**config.mk**
```make
export PLATFORM = sky130hd
export DESIGN_NAME = kpc_ram
export DESIGN_NICKNAME = d
export VERILOG_FILES = /design/src/rtl/core/kpc_ram.sv
export SDC_FILE = /design/constraint.sdc
export NUM_CORES = 2
export LEC_CHECK = 0
export BUFFER_PORTS_ARGS = -buffer_cell sky130_fd_sc_hd__buf_2
export CAP_MARGIN = 20
export CORE_ASPECT_RATIO = 1.75
export CORE_MARGIN = 1
export CORE_UTILIZATION = 40
export CTS_CLUSTER_SIZE = 40
export DETAILED_ROUTE_END_ITERATION = 12
export GPL_ROUTABILITY_DRIVEN = 0
export HOLD_SLACK_MARGIN = 0.05
export SYNTH_ARGS = -nofsm -noshare
export SYNTH_HDL_FRONTEND = slang
export SYNTH_SLANG_ARGS = --single-unit
```
**constraint.sdc**
```tcl
create_clock -name aclk -period 2.29 [get_ports aclk]
set_input_delay 0.1145 -clock aclk [delete_from_list [all_inputs] [get_ports aclk]]
set_output_delay 0.1145 -clock aclk [all_outputs]
set_load 0.02 [all_outputs]
```
**src/rtl/core/kpc_ram.sv**
```systemverilog
// generic single write port, single read port ram with registered read
module kpc_ram #(
    parameter int WIDTH = 16,
    parameter int DEPTH = 256
) (
    input  logic                     aclk,
    input  logic                     we,
    input  logic [$clog2(DEPTH)-1:0] waddr,
    input  logic [WIDTH-1:0]         wdata,
    input  logic [$clog2(DEPTH)-1:0] raddr,
    output logic [WIDTH-1:0]         rdata
);

    logic [WIDTH-1:0] mem [DEPTH];
    logic [WIDTH-1:0] rdata_reg;

    always_ff @(posedge aclk) begin
        if (we) begin
            mem[waddr] <= wdata;
        end
        rdata_reg <= mem[raddr];
    end

    assign rdata = rdata_reg;

endmodule

```
==> metrics <==
H-tree depth 5; Cell Rows 305; Slew Limit Fails 0; Power Dens Cells 809 nW/µm²; Seq cells post-synth 4112; VDD IR max 0.000632 V; clock tree sinks 4112; startpoint types primary input; Tightest Pin Transition 1.02 ns; Design Power 153 mW; worst hold path class primary input to flop; TritonCTS clock tree built; status finished, violations left; Post-Route Skew 0.0828 ns; Initial Util 0.402; Critical Path Sink Type flop; Routed WL 457 mm; failing checks design-rule violations, negative setup slack; vias in the first global route 83834; total number of vias 80270; Max Cap Viol 0; Syn Area/Cell 21.6 µm²; Async S/R FF share, synth 0; fin worst setup slack -0.168 ns; # port buffers 49; Relative slew margins 0.310; Post-Syn Instances 7360; area delta synth->final 19.2%; pre-CTS setup slack -1.39 ns; share of the yosys chip area belonging to registers 0.777; vias per inst 5.73; Max Clock Freq 407 MHz; DR iter-0 viols 7969; first-pass GRT wire length 640 mm; detailed placement HPWL 308 mm; library cells used by synthesis 52; Worst Path Required 3.11 ns; clk buf depth 4; most frequent cells in the layout edfxtp_1, mux4_2, buf_4; GR Util All Layers 0.227; Worst Path Arrival 3.28 ns; CP max FO 28; Largest register FFs 4096; pin count of the biggest net entering global routing 85; Synth Net Count 7394; unrepaired setup endpoints after global routing true; First-pass DRT Iterations 12; period utilisation layout 1.07; post-route ant nets 0; # IOs 50; worst hold slack 0.139 ns; Worst-path clk slew 0.07 ns; Post-DP Area 177000 µm²; die area 399000 µm²; layout cells sized above 1 0.319; Die X 478 µm; nets 8534; ys flop type edfxtp_1; setup violators final 14; fin crit period 2.46 ns; Non-Filler Cell Area, Final 189000 µm²; clock root buffer clkbuf_16; CTS Buf Count 358; P_leak 60.8 nW; Die Ht 835 µm; Setup CP Type primary input to flop; total grt overflow 0; final hold vios 0; synthesized area 159000 µm²; Final TNS setup -0.914 ns; antenna violations before repair 31; yosys warns 0; Post-synth EDFFs 4096; commonest non-fill, non-tap cell in the layout edfxtp_1; Routed wire per std cell 32.6 µm; DRC violations left 10; Core Area 395000 µm²; worst-skew pair later-pin latency 0.95 ns
==> cells in the mapped netlist (37+ instances only) <==
library cell  count  area (µm²)
o21ai_0          37         185
o22ai_1         148         926
o221ai_1        252        2210
buf_2            76         380
edfxtp_1       4096      123000
nor3_1           92         460
mux2_2           88         991
a21oi_1         175         876
mux4_2          797       17900
a22oi_1          43         323
mux2i_1         565        5660
clkbuf_1        230         863
nor2_1          304        1140
nand2_1          38         143
buf_6            77         867
==> cell type report <==
class | count | area (µm²)
Inverter | 4 | 27.5
Clock inverter | 202 | 1900
Sequential cell | 4112 | 123000
Tap cell | 5219 | 6530
Timing Repair Buffer | 1232 | 14000
Clock buffer | 443 | 9450
Multi-Input combinational cell | 2792 | 34000
Fill cell | 32004 | 205000
Antenna cell | 4 | 10.0
==> worst max-delay path, stage by stage <==
cell	delay (ns)
buf_16	0.21
buf_8	0.23
buf_12	0.20
buf_12	0.16
buf_12	0.23
mux2i_1	0.11
o22ai_1	0.45
buf_4	0.22
mux2i_1	0.09
a21oi_1	0.65
nand4_1	0.26
nor4_2	0.29
==> stage by stage <==
stage                     instances  utilization
after floorplan                7360            -
after global placement        13333        0.447
after detailed placement      13334        0.447
after CTS                     14005        0.479
after global routing          14005        0.480
final                         14008        0.480
==> final timing paths <==
path / end / slack [ns] / startpoint / cells after the start
max: rdata[14] / -0.17 / raddr[0] / 12
max reg2reg: rdata[14] / -0.16 / mem[120][14] / 7
min: rdata[3] / 0.14 / raddr[2] / 6
min reg2reg: rdata[8] / 1.03 / mem[234][8] / 6
==> power by group <==
group          switching (mW)  internal (mW)  total, mW  leakage (nW)
registers               0.137           82.9       83.0          36.9
clock network            27.2           33.1       60.3          5.53
logic                    5.89           3.78       9.67          18.3
total                    33.2            120        153          60.8
==> logic make-up (layout without fill, tap and decap cells) <==
group,count (synthesis),in the layout,synth area share
compound gates,786,786,0.0354
simple gates,556,556,0.0157
buf+inv,456,1881,0.0169
flops,4112,4112,0.777
other cells,0,4,0
mux,1450,1450,0.155
==> metal layers <==
layer  routed length, µm  part of all wire  GRT usage
met1              154000              0.34      0.248
met2              241000              0.53      0.407
met3               24100             0.053     0.0265
met4               38100             0.083      0.162
met5                  35          0.000077          0
==> timing repair <==
action | in CTS | in global routing
pin swaps | 45 | 23
resized for setup | 158 | 39
hold buffers | 27 | 0
buffers inserted | 0 | 0
endpoints found under the setup margin | 16 | 16
cloned | 1 | 0
hold endpoints to repair | 4244 | 0
(Power assumes the default switching activity.)
