$ cat config.mk
export PLATFORM = sky130hd
export DESIGN_NAME = kpc_mul
export DESIGN_NICKNAME = d
export VERILOG_FILES = /design/src/rtl/core/kpc_mul.sv
export SDC_FILE = /design/constraint.sdc
export NUM_CORES = 2
export LEC_CHECK = 0
export BUFFER_PORTS_ARGS = -buffer_cell sky130_fd_sc_hd__buf_2
export CAP_MARGIN = 10
export CORE_MARGIN = 3
export CORE_UTILIZATION = 30
export DETAILED_ROUTE_END_ITERATION = 8
export SLEW_MARGIN = 20
export SYNTH_ARGS = -nofsm -noshare
export SYNTH_HDL_FRONTEND = slang
export SYNTH_SLANG_ARGS = --single-unit
$ cat constraint.sdc
create_clock -name aclk -period 6.6 [get_ports aclk]
set_clock_uncertainty 0.05 [all_clocks]
set_input_delay 0 -clock aclk [delete_from_list [all_inputs] [get_ports aclk]]
set_output_delay 0 -clock aclk [all_outputs]
set_load 0.01 [all_outputs]
$ cat src/rtl/core/kpc_mul.sv
// shared 32 x 32 multiplier with registered product
module kpc_mul (
    input  logic        aclk,
    input  logic [31:0] a,
    input  logic [31:0] b,
    output logic [63:0] prod
);

    logic [63:0] prod_reg;

    always_ff @(posedge aclk) begin
        prod_reg <= a * b;
    end

    assign prod = prod_reg;

endmodule

==> metrics <==
result of the run finished with violations; violations in the final reports negative setup slack; number of CTS-inserted buffers 9; I/O pin total 129; die footprint 120000 sq um; synthesized instance count 3748; Required @ worst endpoint 6850 ps; beginning of the critical path a[9]; Crit Path Max Fanout 13; final design utilization 0.359; crit path capture type register; leading cell type in the layout, fill and taps excluded fa_1; top library cells by usage in the layout, fill and taps aside 876 x fa_1, 851 x inv_1, 589 x and2_1; TritonRoute pass-1 iters 5; number of enable flip-flop cells after synthesis 0; average wire per standard cell 17.4 um; cell family with most CP delay adder cells; chip width 346 um; via density per instance 4.58; min cycle time layout 6680 ps; H-tree Lvls 3; total track usage 0.164; Rows 124; count of buffers inserted at the top-level ports 128; Hold Path Class in -> reg; crit path buf inv count 6; net count reported at finish 5294; final setup margin -84.9 ps; share of the yosys chip area belonging to registers 0.0369; global-route wire length before repair about 150000 um; initial detailed-routing violation count 1279; count of antenna-violating nets left after detailed routing 0; count of state elements after synthesis 64; stages on the worst setup path 24; Crit path arrival time roughly 7000 ps; share of the synthesized area in the top cell type 0.517; HPWL reported at the end of detailed placement 84600 um; pin count of the biggest net entering global routing 24; register cell area after layout 1280 sq um; core footprint 115000 sq um; hold slack final 153 ps; delay of the slowest cell on the worst path 600 ps; max_cap viols 0; yosys warns 0; number of antenna violations at the first check in global routing 7; clock tree root driver cell clkbuf_16; period utilization 1.01; endpoint of the worst setup timing path prod[62]; asr flop ratio synth 0; CP max-delay cell fa_1; final-report setup violation count 5; global-route congestion overflow total 0; area of the multi-input gates around 30000 sq um; pins over their slew limit 0; Max Fclk 150 MHz; Syn Nets between 4000 and 5000; CP Launch Type primary input; drt drc 0; Die Y-Extent approximately 350 um; type of the worst setup path in -> reg; via count of the first global-routing pass about 28000; Post-CTS Hold Buffers 0; post-synthesis average cell area between 9 and 10 sq um; total number of vias 25600; initial core utilization 0.303; top_reg_cell synth dfxtp_1; unrepaired setup endpoints after global routing yes; post-synthesis to final-layout area growth 18.7%; clock tree from TritonCTS built; post-synthesis instance area between 30000 and 40000 sq um; number of clock sinks seen by CTS 64; Placer Congestion about 0.86; number of distinct standard cells referenced by the synthesized netlist 57; Clock Tree Buf Depth 2; cells taking the most area after synthesis fa_1 52%, and2_1 11%, ha_1 9.5%; count of fill cells added during filler insertion 11700; Routed Wire Length 97300 um; number of hold violations in the final report 0; most area-hungry cell type in the Yosys netlist fa_1; CP most frequent cell fa_1; cells along the critical path buf_12 -> and2_4 -> fa_1 -> inv_2 -> fa_1 -> inv_1 -> fa_1 -> inv_1 -> fa_1 -> inv_2 -> fa_1 -> fa_1 -> fa_1 -> fa_1 -> ha_4 -> nand4_1 -> or4_4 -> or3_4 -> a31oi_4 -> buf_6 -> a31o_4 -> a211oi_4 -> o21ai_2 -> xor2_1; relative max-transition margin 0.533; flip-flop count of the largest register, all copies and words added 64; Reg clk slew, reported paths 60 ps; Ant. Diodes 0; fraction of final layout cells sized beyond drive strength 1 0.162; measured slew at the worst slew-check pin approximately 700 ps
repair_timing:
action | in CTS | in global routing
pin swaps | 26 | 88
buffers inserted | 12 | 19
cloned | 0 | 7
setup endpoints to repair | 23 | 24
resized for setup | 95 | 151
worst min-delay path, stage by stage:
cell    delay, ps
buf_2         100
buf_12        150
buf_4         160
and2_1        120
cells by family after synthesis:
| kind of cell | after synthesis | synth area share |
|---|---|---|
| buf+inv | 1085 | 0.118 |
| flops | 64 | 0.0369 |
| xor+xnor | 60 | 0.0152 |
| fa+ha+maj | 1159 | 0.612 |
| compound gates | 202 | 0.0415 |
| mux | 1 | 0.000289 |
| simple gates | 1177 | 0.176 |
final cells by class:
type / instances / share of cell area
multi-input cells: 2599 / 0.724
repair buffers: 531 / 0.111
inverters: 865 / 0.0789
well taps: 1512 / 0.0460
flip-flops and latches: 64 / 0.0311
clock buffers: 9 / 0.00547
clock inverters: 7 / 0.00292
cell usage after synthesis, types with 4 or more instances:
cell type / instances
ha_1: 263
dfxtp_1: 64
o21a_1: 9
xor2_1: 25
clkbuf_1: 213
xnor2_1: 35
and2_1: 602
nor2_1: 20
o21bai_1: 10
buf_2: 6
and3_1: 14
inv_1: 865
nand4_1: 23
nor3_1: 7
o21ai_1: 5
nand3_1: 10
a31oi_1: 12
a21oi_1: 63
a221o_1: 4
nand2_1: 480
fa_1: 896
a21o_1: 40
o21ai_0: 21
per-layer routing:
layer	routed length, um	GRT usage	share of wire
met3	3890	0.0174	0.040
met1	38400	0.201	0.40
met4	2990	0.0440	0.031
met5	11	0	0.00011
met2	51900	0.304	0.53
worst min path at each step:
stage          startpoint       end  slack (ps)  depth (start not counted)
2_1_floorplan        b[0]   prod[0]          80                          1
3_3_place_gp      prod[1]   prod[1]         340                          1
3_5_place_dp     prod[49]  prod[49]         340                          1
4_1_cts              a[0]   prod[0]         120                          4
5_1_grt              a[0]   prod[0]         150                          4
6_report             a[0]   prod[0]         150                          4
metrics by stage:
step	cell area (sq um)	std cells	setup WS (ps)	TNS [ps]
4_1_cts	40300	5562	-144	-271
3_3_place_gp	39400	5534	-750	-13210
2_1_floorplan	34700	3748	-42.0	-42.0
5_1_grt	41100	5587	-257	-2460
6_report	41100	5587	-84.9	-219
3_5_place_dp	39400	5534	-850	-14350
Power is left out: the tool's default activity adds up to more than one toggle a clock period on the data nets, which glitch-free logic cannot reach.
